`config.mk`:
```
export PLATFORM = sky130hd
export DESIGN_NAME = line_address_parser
export DESIGN_NICKNAME = d
export VERILOG_FILES = /design/src/hdl/lap_pkg.sv /design/src/hdl/lap_offset_sat.sv /design/src/hdl/line_address_parser.sv
export VERILOG_INCLUDE_DIRS = /design/src /design/src/hdl
export SDC_FILE = /design/constraint.sdc
export NUM_CORES = 1
export LEC_CHECK = 0
export ABC_CLOCK_PERIOD_IN_PS = 5450
export BUFFER_PORTS_ARGS = -buffer_cell sky130_fd_sc_hd__buf_2
export CAP_MARGIN = 0
export CORE_MARGIN = 8
export CORE_UTILIZATION = 40
export CTS_CLUSTER_DIAMETER = 200
export CTS_CLUSTER_SIZE = 30
export DETAILED_ROUTE_END_ITERATION = 12
export HOLD_SLACK_MARGIN = 0.1
export MAX_ROUTING_LAYER = met4
export PLACE_DENSITY = 0.59
export SETUP_SLACK_MARGIN = 0.2
export SLEW_MARGIN = 5
export SYNTH_ARGS = -nofsm -noshare
export SYNTH_HDL_FRONTEND = slang
export SYNTH_SLANG_ARGS = --single-unit
```
`constraint.sdc`:
```
create_clock -name clk -period 5.45 [get_ports clk]
set_input_delay 0.8175 -clock clk [delete_from_list [all_inputs] [get_ports clk]]
set_output_delay 0.8175 -clock clk [all_outputs]
set_load 0.1 [all_outputs]
```
`src/hdl/line_address_parser_assert.svh`:
```
// assertion macros for the line address parser
`ifndef LINE_ADDRESS_PARSER_ASSERT_SVH
`define LINE_ADDRESS_PARSER_ASSERT_SVH

// same-cycle implication, checked outside reset
`define LAP_ASSERT_NOW(lbl, ante, cons, msg) \
  lbl: assert property (@(posedge clk) disable iff (rst) (ante) |-> (cons)) \
    else $error(msg);

// next-cycle implication, checked outside reset
`define LAP_ASSERT_NEXT(lbl, ante, cons, msg) \
  lbl: assert property (@(posedge clk) disable iff (rst) (ante) |=> (cons)) \
    else $error(msg);

`endif

```
`src/hdl/lap_pkg.sv`:
```
// package with payload types, character codes and base kinds for the address parser
`timescale 1ns / 1ps
`default_nettype none

package lap_pkg;

  localparam int NUMBER_BITS_DEFAULT = 32;
  localparam int FIELD_W = 32;

  localparam logic [7:0] CH_SPACE  = 8'h20;
  localparam logic [7:0] CH_TAB    = 8'h09;
  localparam logic [7:0] CH_DOT    = 8'h2e;
  localparam logic [7:0] CH_DOLLAR = 8'h24;
  localparam logic [7:0] CH_SLASH  = 8'h2f;
  localparam logic [7:0] CH_QMARK  = 8'h3f;
  localparam logic [7:0] CH_BSLASH = 8'h5c;
  localparam logic [7:0] CH_QUOTE  = 8'h27;
  localparam logic [7:0] CH_PLUS   = 8'h2b;
  localparam logic [7:0] CH_MINUS  = 8'h2d;
  localparam logic [7:0] CH_LBRACK = 8'h5b;
  localparam logic [7:0] CH_RBRACK = 8'h5d;
  localparam logic [7:0] CH_0      = 8'h30;
  localparam logic [7:0] CH_9      = 8'h39;
  localparam logic [7:0] CH_LC_A   = 8'h61;
  localparam logic [7:0] CH_LC_Z   = 8'h7a;
  localparam logic [7:0] CH_UC_A   = 8'h41;
  localparam logic [7:0] CH_UC_Z   = 8'h5a;

  localparam logic [3:0] KIND_NONE     = 4'd0;
  localparam logic [3:0] KIND_CURRENT  = 4'd1;
  localparam logic [3:0] KIND_LAST     = 4'd2;
  localparam logic [3:0] KIND_BLK_FWD  = 4'd3;
  localparam logic [3:0] KIND_BLK_BACK = 4'd4;
  localparam logic [3:0] KIND_MARK     = 4'd5;
  localparam logic [3:0] KIND_PAT_FWD  = 4'd6;
  localparam logic [3:0] KIND_PAT_BACK = 4'd7;
  localparam logic [3:0] KIND_NUMBER   = 4'd8;

  localparam logic [1:0] BR_NONE   = 2'd0;
  localparam logic [1:0] BR_SINGLE = 2'd1;
  localparam logic [1:0] BR_DOUBLE = 2'd2;
  localparam logic [1:0] BR_OPEN   = 2'd3;

  typedef struct packed {
    logic [7:0] ch;
    logic       last;
  } cmd_t;

  typedef struct packed {
    logic                      consumed;
    logic                      done_res;
    logic                      error;
    logic [3:0]                base_kind;
    logic [7:0]                mark_letter;
    logic [FIELD_W-1:0]        line_number;
    logic signed [FIELD_W-1:0] offset;
    logic                      pattern_valid;
    logic [7:0]                pattern_char;
  } res_t;

endpackage

`default_nettype wire

```
`src/hdl/lap_offset_sat.sv`:
```
// saturating signed add of one offset term to the running offset sum
`timescale 1ns / 1ps
`default_nettype none

module lap_offset_sat #(
  parameter int NB = 32
) (
  input  wire logic [NB-1:0] sum_in,
  input  wire logic [NB-1:0] term,
  input  wire logic          negative,
  output      logic [NB-1:0] sum_out
);

  localparam logic [NB-1:0] SIGN_BIT = {1'b1, {(NB-1){1'b0}}};

  logic [NB-1:0] biased;
  logic [NB:0]   add_w;
  logic [NB-1:0] res_b;

  always_comb begin
    biased = sum_in ^ SIGN_BIT;
    add_w  = {1'b0, biased} + {1'b0, term};
    if (negative) begin
      res_b = (term > biased) ? '0 : biased - term;
    end else begin
      res_b = add_w[NB] ? '1 : add_w[NB-1:0];
    end
    sum_out = res_b ^ SIGN_BIT;
  end

endmodule

`default_nettype wire

```
`src/hdl/line_address_parser.sv`:
```
// top level: streaming ed-style line address parser, one byte per transaction
// an accepted byte is registered in the stage register, then moved into the result register
// throughput: one transaction per cycle unless the input stalls, set by the single parse stage feeding back on itself
// result register decouples output stall from input; input stalls only when both stages are full
// rst (synchronous) clears parser state and both pipeline valids; no clearing pass
`timescale 1ns / 1ps
`default_nettype none

module line_address_parser
  import lap_pkg::*;
#(
  parameter int NUMBER_BITS = NUMBER_BITS_DEFAULT
) (
  input  wire logic clk,
  input  wire logic rst,
  input  wire logic cmd_valid,
  output      logic cmd_ready,
  input  wire cmd_t cmd,
  output      logic res_valid,
  input  wire logic res_ready,
  output      res_t res
);

  `include "line_address_parser_assert.svh"

  localparam int NB = NUMBER_BITS;

  localparam logic [2:0] PH_IDLE    = 3'd0;
  localparam logic [2:0] PH_MARK    = 3'd1;
  localparam logic [2:0] PH_PATTERN = 3'd2;
  localparam logic [2:0] PH_NUMBER  = 3'd3;
  localparam logic [2:0] PH_POST    = 3'd4;
  localparam logic [2:0] PH_TSIGN   = 3'd5;
  localparam logic [2:0] PH_TDIGITS = 3'd6;

  localparam logic [NB-1:0] ONE = {{(NB-1){1'b0}}, 1'b1};

  // parser state
  logic [2:0]    phase, phase_next;
  logic [3:0]    kind, kind_next;
  logic [7:0]    mark, mark_next;
  logic [NB-1:0] line_reg, line_reg_next;
  logic [NB-1:0] offset_sum, offset_sum_next;
  logic [NB-1:0] term_value, term_value_next;
  logic          term_negative, term_negative_next;
  logic          term_has_digits, term_has_digits_next;
  logic [1:0]    bracket_mode, bracket_mode_next;
  logic          escape_pending, escape_pending_next;
  logic          prev_close, prev_close_next;

  // stage register between parse and result
  logic          s_valid;
  logic          s_consumed, s_finish, s_error, s_pv;
  logic [7:0]    s_ch;
  logic [3:0]    s_kind;
  logic [7:0]    s_mark;
  logic [NB-1:0] s_line, s_offset, s_term;
  logic          s_negative, s_digits, s_term_open;

  logic          accept, out_load;
  logic          blank, digit, sign, letter;
  logic          consumed, finish, err, pv;
  logic [7:0]    delim;
  logic [NB-1:0] applied_sum, ten_src, ten_val, final_sum;
  logic signed [NB-1:0] final_signed;
  res_t          res_next;

  function automatic logic [NB-1:0] mul10_add(input logic [NB-1:0] v, input logic [3:0] d);
    logic [NB+3:0] w;
    w = {1'b0, v, 3'b000} + {3'b000, v, 1'b0} + {{NB{1'b0}}, d};
    return (w[NB+3:NB] != 4'd0) ? '1 : w[NB-1:0];
  endfunction

  assign out_load  = !res_valid || res_ready;
  assign cmd_ready = !s_valid || out_load;
  assign accept    = cmd_valid && cmd_ready;

  assign blank  = cmd.ch inside {CH_SPACE, CH_TAB};
  assign digit  = cmd.ch inside {[CH_0:CH_9]};
  assign sign   = cmd.ch inside {CH_PLUS, CH_MINUS};
  assign letter = cmd.ch inside {[CH_LC_A:CH_LC_Z], [CH_UC_A:CH_UC_Z]};
  assign delim  = (kind == KIND_PAT_FWD) ? CH_SLASH : CH_QMARK;

  lap_offset_sat #(.NB(NB)) u_term_sat (
    .sum_in   (offset_sum),
    .term     (term_has_digits ? term_value : ONE),
    .negative (term_negative),
    .sum_out  (applied_sum)
  );

  assign ten_src = (phase == PH_NUMBER) ? line_reg :
                   (phase == PH_POST) ? '0 : term_value;
  assign ten_val = mul10_add(ten_src, cmd.ch[3:0]);

  always_comb begin
    phase_next           = phase;
    kind_next            = kind;
    mark_next            = mark;
    line_reg_next        = line_reg;
    offset_sum_next      = offset_sum;
    term_value_next      = term_value;
    term_negative_next   = term_negative;
    term_has_digits_next = term_has_digits;
    bracket_mode_next    = bracket_mode;
    escape_pending_next  = escape_pending;
    prev_close_next      = prev_close;
    consumed             = 1'b1;
    finish               = 1'b0;
    err                  = 1'b0;
    pv                   = 1'b0;

    case (phase)
      PH_IDLE: begin
        if (blank) begin
        end else if (cmd.ch == CH_DOT) begin
          kind_next  = KIND_CURRENT;
          phase_next = PH_POST;
        end else if (cmd.ch == CH_DOLLAR) begin
          kind_next  = KIND_LAST;
          phase_next = PH_POST;
        end else if (cmd.ch == CH_RBRACK) begin
          kind_next  = KIND_BLK_FWD;
          phase_next = PH_POST;
        end else if (cmd.ch == CH_LBRACK) begin
          kind_next  = KIND_BLK_BACK;
          phase_next = PH_POST;
        end else if (cmd.ch == CH_QUOTE) begin
          phase_next = PH_MARK;
          err        = cmd.last;
        end else if (cmd.ch == CH_SLASH) begin
          kind_next  = KIND_PAT_FWD;
          phase_next = PH_PATTERN;
        end else if (cmd.ch == CH_QMARK) begin
          kind_next  = KIND_PAT_BACK;
          phase_next = PH_PATTERN;
        end else if (sign) begin
          kind_next            = KIND_CURRENT;
          term_negative_next   = (cmd.ch == CH_MINUS);
          term_value_next      = '0;
          term_has_digits_next = 1'b0;
          phase_next           = PH_TSIGN;
        end else if (digit) begin
          kind_next     = KIND_NUMBER;
          line_reg_next = {{(NB-4){1'b0}}, cmd.ch[3:0]};
          phase_next    = PH_NUMBER;
        end else begin
          consumed = 1'b0;
          finish   = 1'b1;
        end
      end
      PH_MARK: begin
        if (letter) begin
          kind_next  = KIND_MARK;
          mark_next  = cmd.ch;
          phase_next = PH_POST;
        end else begin
          consumed = 1'b0;
          err      = 1'b1;
        end
      end
      PH_PATTERN: begin
        pv = 1'b1;
        if (escape_pending) begin
          escape_pending_next = 1'b0;
        end else if (bracket_mode == BR_OPEN) begin
          if (cmd.ch == CH_LBRACK) begin
            bracket_mode_next = BR_DOUBLE;
            prev_close_next   = 1'b0;
          end else if (cmd.ch == CH_RBRACK) begin
            bracket_mode_next = BR_NONE;
          end else begin
            bracket_mode_next = BR_SINGLE;
          end
        end else if (bracket_mode == BR_SINGLE) begin
          if (cmd.ch == CH_RBRACK) begin
            bracket_mode_next = BR_NONE;
          end
        end else if (bracket_mode == BR_DOUBLE) begin
          if (cmd.ch == CH_RBRACK && prev_close) begin
            bracket_mode_next = BR_NONE;
            prev_close_next   = 1'b0;
          end else begin
            prev_close_next = (cmd.ch == CH_RBRACK);
          end
        end else if (cmd.ch == delim) begin
          pv         = 1'b0;
          phase_next = PH_POST;
        end else if (cmd.ch == CH_BSLASH) begin
          escape_pending_next = 1'b1;
        end else if (cmd.ch == CH_LBRACK) begin
          bracket_mode_next = BR_OPEN;
        end
      end
      PH_NUMBER: begin
        if (digit) begin
          line_reg_next = ten_val;
        end else if (blank) begin
          phase_next = PH_POST;
        end else if (sign) begin
          term_negative_next   = (cmd.ch == CH_MINUS);
          term_value_next      = '0;
          term_has_digits_next = 1'b0;
          phase_next           = PH_TSIGN;
        end else begin
          consumed = 1'b0;
          finish   = 1'b1;
        end
      end
      PH_POST: begin
        if (blank) begin
        end else if (sign) begin
          term_negative_next   = (cmd.ch == CH_MINUS);
          term_value_next      = '0;
          term_has_digits_next = 1'b0;
          phase_next           = PH_TSIGN;
        end else if (digit) begin
          term_negative_next   = 1'b0;
          term_value_next      = ten_val;
          term_has_digits_next = 1'b1;
          phase_next           = PH_TDIGITS;
        end else begin
          consumed = 1'b0;
          finish   = 1'b1;
        end
      end
      PH_TSIGN, PH_TDIGITS: begin
        if (digit) begin
          term_value_next      = ten_val;
          term_has_digits_next = 1'b1;
          phase_next           = PH_TDIGITS;
        end else if (blank) begin
          if (phase == PH_TDIGITS) begin
            offset_sum_next = applied_sum;
            phase_next      = PH_POST;
          end
        end else if (sign) begin
          offset_sum_next      = applied_sum;
          term_negative_next   = (cmd.ch == CH_MINUS);
          term_value_next      = '0;
          term_has_digits_next = 1'b0;
          phase_next           = PH_TSIGN;
        end else begin
          consumed = 1'b0;
          finish   = 1'b1;
        end
      end
      default: begin
        consumed = 1'b0;
        finish   = 1'b1;
      end
    endcase

    if (!err && consumed && cmd.last) begin
      finish = 1'b1;
    end
    if (err) begin
      finish = 1'b0;
    end
  end

  always_ff @(posedge clk) begin
    if (rst) begin
      phase           <= PH_IDLE;
      kind            <= KIND_NONE;
      mark            <= '0;
      line_reg        <= '0;
      offset_sum      <= '0;
      term_value      <= '0;
      term_negative   <= 1'b0;
      term_has_digits <= 1'b0;
      bracket_mode    <= BR_NONE;
      escape_pending  <= 1'b0;
      prev_close      <= 1'b0;
    end else if (accept) begin
      if (finish || err) begin
        phase           <= PH_IDLE;
        kind            <= KIND_NONE;
        mark            <= '0;
        line_reg        <= '0;
        offset_sum      <= '0;
        term_value      <= '0;
        term_negative   <= 1'b0;
        term_has_digits <= 1'b0;
        bracket_mode    <= BR_NONE;
        escape_pending  <= 1'b0;
        prev_close      <= 1'b0;
      end else begin
        phase           <= phase_next;
        kind            <= kind_next;
        mark            <= mark_next;
        line_reg        <= line_reg_next;
        offset_sum      <= offset_sum_next;
        term_value      <= term_value_next;
        term_negative   <= term_negative_next;
        term_has_digits <= term_has_digits_next;
        bracket_mode    <= bracket_mode_next;
        escape_pending  <= escape_pending_next;
        prev_close      <= prev_close_next;
      end
    end
  end

  // stage register
  always_ff @(posedge clk) begin
    if (rst) begin
      s_valid <= 1'b0;
    end else if (accept) begin
      s_valid <= 1'b1;
    end else if (out_load) begin
      s_valid <= 1'b0;
    end
  end

  always_ff @(posedge clk) begin
    if (accept) begin
      s_consumed  <= consumed;
      s_finish    <= finish;
      s_error     <= err;
      s_pv        <= pv;
      s_ch        <= cmd.ch;
      s_kind      <= kind_next;
      s_mark      <= mark_next;
      s_line      <= line_reg_next;
      s_offset    <= offset_sum_next;
      s_term      <= term_value_next;
      s_negative  <= term_negative_next;
      s_digits    <= term_has_digits_next;
      s_term_open <= (phase_next == PH_TSIGN) || (phase_next == PH_TDIGITS);
    end
  end

  // open term is folded into the sum on the finishing transaction
  lap_offset_sat #(.NB(NB)) u_final_sat (
    .sum_in   (s_offset),
    .term     (s_digits ? s_term : ONE),
    .negative (s_negative),
    .sum_out  (final_sum)
  );

  assign final_signed = s_term_open ? final_sum : s_offset;

  always_comb begin
    res_next               = '0;
    res_next.consumed      = s_consumed;
    res_next.done_res      = s_finish;
    res_next.error         = s_error;
    res_next.pattern_valid = s_pv;
    res_next.pattern_char  = s_pv ? s_ch : 8'h00;
    if (s_finish) begin
      res_next.base_kind   = s_kind;
      res_next.mark_letter = (s_kind == KIND_MARK) ? s_mark : 8'h00;
      res_next.line_number = (s_kind == KIND_NUMBER) ? FIELD_W'(s_line) : '0;
      res_next.offset      = FIELD_W'(final_signed);
    end
  end

  // result register
  always_ff @(posedge clk) begin
    if (rst) begin
      res_valid <= 1'b0;
    end else if (out_load) begin
      res_valid <= s_valid;
    end
  end

  always_ff @(posedge clk) begin
    if (out_load && s_valid) begin
      res <= res_next;
    end
  end

  `LAP_ASSERT_NOW(a_err_not_done, res_valid && res.error, !res.done_res,
    "error and done both set")
  `LAP_ASSERT_NOW(a_summary_zero, res_valid && !res.done_res,
    res.base_kind == KIND_NONE && res.offset == 0 && res.line_number == 0,
    "summary fields set without done")
  `LAP_ASSERT_NOW(a_pattern_consumed, res_valid && res.pattern_valid, res.consumed,
    "pattern byte not consumed")
  `LAP_ASSERT_NEXT(a_restart_idle, accept && (finish || err), phase == PH_IDLE,
    "parser did not restart after finish")
  `LAP_ASSERT_NOW(a_ready_when_empty, !res_valid, cmd_ready,
    "input stalled with empty result register")

endmodule

`default_nettype wire

```
# [Yosys cells after proc, flatten, opt, wreduce, memory -nomap -nowiden]
# Index checks and enable logic that the tools add are counted.
[word_totals] reg_bits=330 latch_bits=0 ram_bits=0 rom_bits=0 output_inout_bits=90 mem_count=0
[op_classes] addsub=6 mul=0 n_div=0 order_cmp=8 n_eq_ne=34 shifts=0 n_mux=202 n_bitwise=4 n_reduce_logical=32
[op_table] operator="$mux 32" count=46
[op_table] operator="$pmux 32 s4" count=1
[op_table] operator="$mux 1" count=93
[op_table] operator="$mux 3" count=26
[op_table] operator="$add 32x32->33" count=2
[op_table] operator="$eq 8x6->1 const B" count=8
[op_table] operator="$gt 32x32->1" count=2
[op_table] operator="$pmux 32 s2" count=1
[op_table] operator="$sub 32x32->32" count=2
[op_table] operator="$mux 4" count=12
[op_table] operator="$add 35x33->36" count=1
[op_table] operator="$add 36x4->36" count=1
[op_table] operator="$eq 8x7->1 const B" count=3
[op_table] operator="$mux 2" count=12
[op_table] operator="$mux 8" count=3
[op_table] operator="$pmux 3 s6" count=1
[op_table] operator="$ge 8x7->1 const B" count=2
[op_table] operator="$le 8x7->1 const B" count=2
[op_table] operator="$eq 3x3->1 const B" count=5
[op_table] operator="$ne 5x4->1 const B" count=2
[op_table] operator="$reduce_bool 2->1" count=5
[op_table] operator="$eq 4x3->1 const B" count=2
[op_table] operator="$eq 8x4->1 const B" count=1
[op_table] operator="$eq 8x6->1" count=1
[op_table] operator="31 further kinds" count=52

# [Longest topological paths before layout]
[logic_depth] ltp_word=20 depth_mapped=23 ltp_nobuf=18

# [Hierarchy]
# From an unflattened synthesis, not the netlist that was laid out.
[unflattened] cells_unflattened=3017 hier_area_um2=25889.8
[by_module_without_submodules] mod="line_address_parser" n_inst=1 cells_each=1759 area_each_um2=17634.4 seq_area_each_um2=8718.4
[by_module_without_submodules] mod="lap_offset_sat" n_inst=2 cells_each=629 area_each_um2=4127.7 seq_area_each_um2=0.0

# [Worst setup path after synthesis]
# Ideal clock, no wire load.
[synth_path] kind="register to register" start="reg res_valid" end="reg kind[1]" setup_time_ns=0.081 t_arrival_ns=6.331 required_time_ns=5.369 setup_slack_ns=-0.962 path_stages_with_launch=9 n_path_buf=2 path_cell_list="dfxtp_1 > nor2b_1 > nand2_1 > nand2_1 > inv_1 > clkbuf_1 > clkbuf_1 > nand3_1 > a21oi_1"
[synth_between] elab_chain_cells=4
[synth_rtl] item="start: declaration" line_no="line_address_parser.sv:19" source="output logic res_valid,"
[synth_rtl] item="start signal: assignment" line_no="line_address_parser.sv:362" source="res_valid <= s_valid;"
[synth_rtl] item="$logic_not 1->1" line_no="line_address_parser.sv:74" source="assign out_load = !res_valid || res_ready;"
[synth_rtl] item="$logic_or 1x1->1" line_no="line_address_parser.sv:74"
[synth_rtl] item="$logic_or 1x1->1" line_no="line_address_parser.sv:75" source="assign cmd_ready = !s_valid || out_load;"
[synth_rtl] item="named net cmd_ready" line_no="line_address_parser.sv:17" source="output logic cmd_ready,"
[synth_rtl] item="$logic_and 1x1->1" line_no="line_address_parser.sv:76" source="assign accept = cmd_valid && cmd_ready;"
[synth_rtl] item="named net accept" line_no="line_address_parser.sv:60" source="logic accept, out_load;"
[synth_rtl] item="end signal: assignment" line_no="line_address_parser.sv:289" source="kind <= kind_next;"
[synth_rtl] item="end: declaration" line_no="line_address_parser.sv:40" source="logic [3:0] kind, kind_next;"
# The timed path passes the listed nets, and every way through them passes these cells.
# A chain may end at the register's enable or synchronous reset.

# [Worst setup path after layout]
[layout_path] start="reg phase[0]" end="reg s_term[20], data pin"
[layout_between] elab_chain_cells=11
[layout_rtl] item="start: declaration" line_no="line_address_parser.sv:39" source="logic [2:0] phase, phase_next;"
[layout_rtl] item="start signal: assignment" line_no="line_address_parser.sv:288" source="phase <= phase_next;"
[layout_rtl] item="$eq 3x3->1" line_no="line_address_parser.sv:92, line_address_parser.sv:112"
[layout_rtl] item="$mux 32" line_no="line_address_parser.sv:92" source="(phase == PH_POST) ? '0 : term_value;"
[layout_rtl] item="$mux 32" line_no="line_address_parser.sv:91" source="assign ten_src = (phase == PH_NUMBER) ? line_reg :"
[layout_rtl] item="$add 35x33->36" line_no="line_address_parser.sv:70" source="w = {1'b0, v, 3'b000} + {3'b000, v, 1'b0} + {{NB{1'b0}}, d};"
[layout_rtl] item="$add 36x4->36" line_no="line_address_parser.sv:70"
[layout_rtl] item="$reduce_bool 4->1" line_no="line_address_parser.sv:71" source="return (w[NB+3:NB] != 4'd0) ? '1 : w[NB-1:0];"
[layout_rtl] item="$mux 32" line_no="line_address_parser.sv:71"
[layout_rtl] item="$mux 32" line_no="line_address_parser.sv:216" source="end else if (digit) begin"
[layout_rtl] item="$mux 32" line_no="line_address_parser.sv:211" source="end else if (sign) begin"
[layout_rtl] item="$mux 32" line_no="line_address_parser.sv:210" source="if (blank) begin"
[layout_rtl] item="$pmux 32 s4 (*)" line_no="line_address_parser.sv:112" source="case (phase)"
[layout_rtl] item="named net term_value_next[20]" line_no="line_address_parser.sv:44" source="logic [NB-1:0] term_value, term_value_next;"
[layout_rtl] item="end signal: assignment" line_no="line_address_parser.sv:325" source="s_term <= term_value_next;"
[layout_rtl] item="end: declaration" line_no="line_address_parser.sv:57" source="logic [NB-1:0] s_line, s_offset, s_term;"
# Mark *: on every way through the listed nets, which the timed path passes. The rest lies on a longest branch.

==> metrics.md <==
| Metric | Value |
|---|---|
| CTS tree | yes |
| FP Rows | 91 |
| Post-synthesis cell area | 0.0247 mm2 |
| Synthesized flop and latch total | 330 |
| Worst VDD drop | 210 uV |
| CTS Buf Count | 14 |
| Pre-CTS WS | 0.431 ns |
| Fillers | 6076 |
| Worst reg2reg path endpoint | s_term[20] |
| Biggest register | res |
| Antenna Nets Post-Route | 0 |
| Die Height | 264 um |
| Layout cell share with drive strength beyond 1 | 8.92% |
| Period utilization | 92.2% |
| Data required, critical path | 5.79 ns |
| Initial antenna violation count | 1 |
| Synth Flop Type | edfxtp_1 |
| Core Box Area | 0.0614 mm2 |
| Synth cell types | 104 |
| Die width | 264 um |
| Kind of end point of the critical path | flop |
| Final nets | 3166 |
| Fraction of registers with async set/reset | 0% |
| Residual DRC count | 0 |
| GRT Util Overall | 23.6% |
| DR iter-0 viols | 1837 |
| Status | finished, final reports clean |
| Post-Route WL | 84100 um |
| Highest cell delay on the worst timing path | 0.54 ns |
| Cells on worst reg2reg path | 19 |
| Die area | 0.0699 mm2 |
| IO Count | 103 |
| Largest net degree at the start of global routing | 96 |
| Achievable Freq | 199 MHz |
| CTS sink cnt | 330 |
| Setup_tns | 0 ns |
| Critical setup path kind | flop to flop |
| H-Tree Depth | 1 |
| Most frequent cells in the layout | nand2_1, a21oi_1, nor2_1 |
| Hold endpoint | res[85] |
| Area delta synth->final | 7.43% |
| Root Buffer | clkbuf_16 |
| Reg clk slew, reported paths | 0.12 ns |
| Bufs on Longest Clock Path | 3 |
| Sequential Area | 0.00872 mm2 |
| Final setup viols | 0 |
| Post-synthesis sequential area ratio | 35.3% |
| HP Start | s_error |
| FF-to-FF Start | phase[0] |
| Area of the multi-input gates | 0.0146 mm2 |
| Worst skew pair latency | 0.56 ns |
| R2R setup slack | 0.42 ns |
| Final min period | 5.03 ns |
| WHS Path Cells | 0 |
| Hold buffer count at cts | 0 |
| Syn Nets | 3149 |
| YS warnings | 0 |
| Fin. Hold Viols | 0 |
| Post-synth EDFFs | 211 |
| Commonest non-fill, non-tap cell in the layout | nand2_1 |
| Via count | 22600 |
| Synthesized instance count | 2935 |
| Placer congestion estimate | 0.956 |
| Vias in the first global route | 21800 |
| Drt first pass iters | 5 |
| MaxCap Viol Count | 0 |
| Post-DR vias/cell | 6.02 |
| Slew margin rel. | 25.2% |
| Grt ovf | 0 |
| Port bufs | 102 |
| Max-slew violations | 0 |
| Worst Path Arrival | 5.37 ns |
| Crit-path cells | buf_4, nor2_1, and2_0, buf_4, or2_2, fa_1, inv_1, ha_1, a21oi_1, o22ai_1, o2111ai_2, o21a_1, a31o_2, o31ai_1, mux2i_2, nand4bb_1, buf_6, nor2_1, a211oi_1 |
| PD cells | 184 mW/mm2 |
| Unrepaired setup endpoints after global routing | yes |
| First-pass GRT wire length | 129000 um |
| Hold crit path type | flop to flop |
| N_diodes | 0 |
| Initial core utilization | 40.2% |
| Slowest CP cell | fa_1 |
| Leakage | 11.4 nW |
| Clk_skew | 0.0421 ns |
| Largest register FFs | 88 |
| Setup crit start kind | flop |
| Syn Area/Cell | 8.40 um2 |
| WL per Instance | 22.4 um |
| Final WS setup | 0.422 ns |
| Slew @ Worst Pin | 1.12 ns |
| CP max FO | 34 |
| DP Wirelength | 64100 um |
## stage by stage
stage / instance area, um2 / util (%) / std cells / power [mW] / hold slack (ns)
floorplan: 24700 / - / 2935 / 3.36 / 0.400
global placement: 26000 / 42.4 / 3721 / 3.56 / 0.412
detailed placement: 26000 / 42.4 / 3721 / 3.56 / 0.431
CTS: 26400 / 43.1 / 3745 / 4.90 / 0.451
global route: 26500 / 43.2 / 3750 / 5.02 / 0.460
finish: 26500 / 43.2 / 3750 / 4.87 / 0.436
## final cells by class
| type | count | area share [%] |
|---|---|---|
| inverter | 168 | 2.40 |
| timing repair buffer | 180 | 4.26 |
| tap | 790 | 3.73 |
| sequential | 330 | 32.9 |
| clock buffer | 24 | 1.54 |
| multi-input combinational | 2258 | 55.2 |
## synthesized netlist by cell type (10+ instances only)
| library cell | count | area, um2 |
|---|---|---|
| a211o_1 | 13 | 114 |
| a211oi_1 | 39 | 293 |
| a21o_1 | 55 | 413 |
| a21oi_1 | 256 | 1280 |
| a22o_1 | 27 | 236 |
| a31oi_1 | 38 | 238 |
| and2_1 | 68 | 425 |
| and3_1 | 27 | 169 |
| buf_2 | 21 | 105 |
| buf_4 | 10 | 75.1 |
| clkbuf_1 | 139 | 522 |
| dfxtp_1 | 119 | 2380 |
| edfxtp_1 | 211 | 6340 |
| ha_1 | 195 | 2440 |
| inv_1 | 166 | 623 |
| nand2_1 | 353 | 1330 |
| nand2b_1 | 33 | 206 |
| nand3_1 | 64 | 320 |
| nand4_1 | 15 | 93.8 |
| nor2_1 | 221 | 830 |
| nor2b_1 | 33 | 206 |
| nor3_1 | 69 | 345 |
| nor4_1 | 12 | 75.1 |
| o211ai_1 | 43 | 323 |
| o21a_1 | 26 | 195 |
| o21ai_0 | 203 | 1020 |
| o21ai_1 | 27 | 135 |
| o21bai_1 | 32 | 240 |
| o221ai_1 | 30 | 263 |
| o22a_1 | 11 | 96.3 |
| o22ai_1 | 19 | 119 |
| o2bb2ai_1 | 10 | 87.6 |
| o31ai_1 | 24 | 180 |
| or3_1 | 16 | 100 |
| xnor2_1 | 71 | 622 |
| xor2_1 | 17 | 149 |
## logic make-up after synthesis
logic type,after synthesis,synth area share (%)
AOI/OAI and AO/OA,982,26.2
xor gates and xnor gates,88,3.12
adders and majority gates,202,10.4
buffers and inverters,347,5.63
DFF,330,35.3
muxes,14,0.624
and+or+nand+nor,972,18.7
## layer usage
layer,part of all wire [%],global-route usage [%],wire length [um]
met1,46,31.5,38500
met2,46,38.7,39100
met3,5.0,1.77,4230
met4,2.7,6.15,2270
met5,0,-,0
## power breakdown
| part | internal [mW] | switching, mW | total, mW |
|---|---|---|---|
| sequential | 2.73 | 0.0429 | 2.77 |
| combinational | 0.170 | 0.567 | 0.737 |
| clock | 0.526 | 0.833 | 1.36 |
## how the worst max path moves through the flow
| stage | startpoint | end |
|---|---|---|
| after global routing | phase[1] | s_line[3] |
| final | phase[0] | s_term[20] |
| after detailed placement | phase[0] | s_term[23] |
| after floorplan | phase[1] | s_term[25] |
| after global placement | phase[0] | s_term[29] |
| after CTS | phase[0] | s_term[23] |
## worst max-delay path, delay by kind of cell (launching register included)
| kind | cells | cell delay (ns) |
|---|---|---|
| adder cells (fa/ha/maj) | 2 | 0.80 |
| multiplexers | 1 | 0.22 |
| AO/OA/AOI/OAI | 7 | 1.80 |
| flip-flops | 1 | 0.34 |
| buffers and inverters | 4 | 0.79 |
| AND/OR/NAND/NOR | 5 | 0.86 |
## repair_timing
| action | CTS | global route |
|---|---|---|
| resized for setup | 0 | 4 |
| setup endpoints to repair | 0 | 74 |
| setup buffers | 0 | 5 |
| hold endpoints to repair | 0 | 0 |
Power figures use the tool's default switching activity.
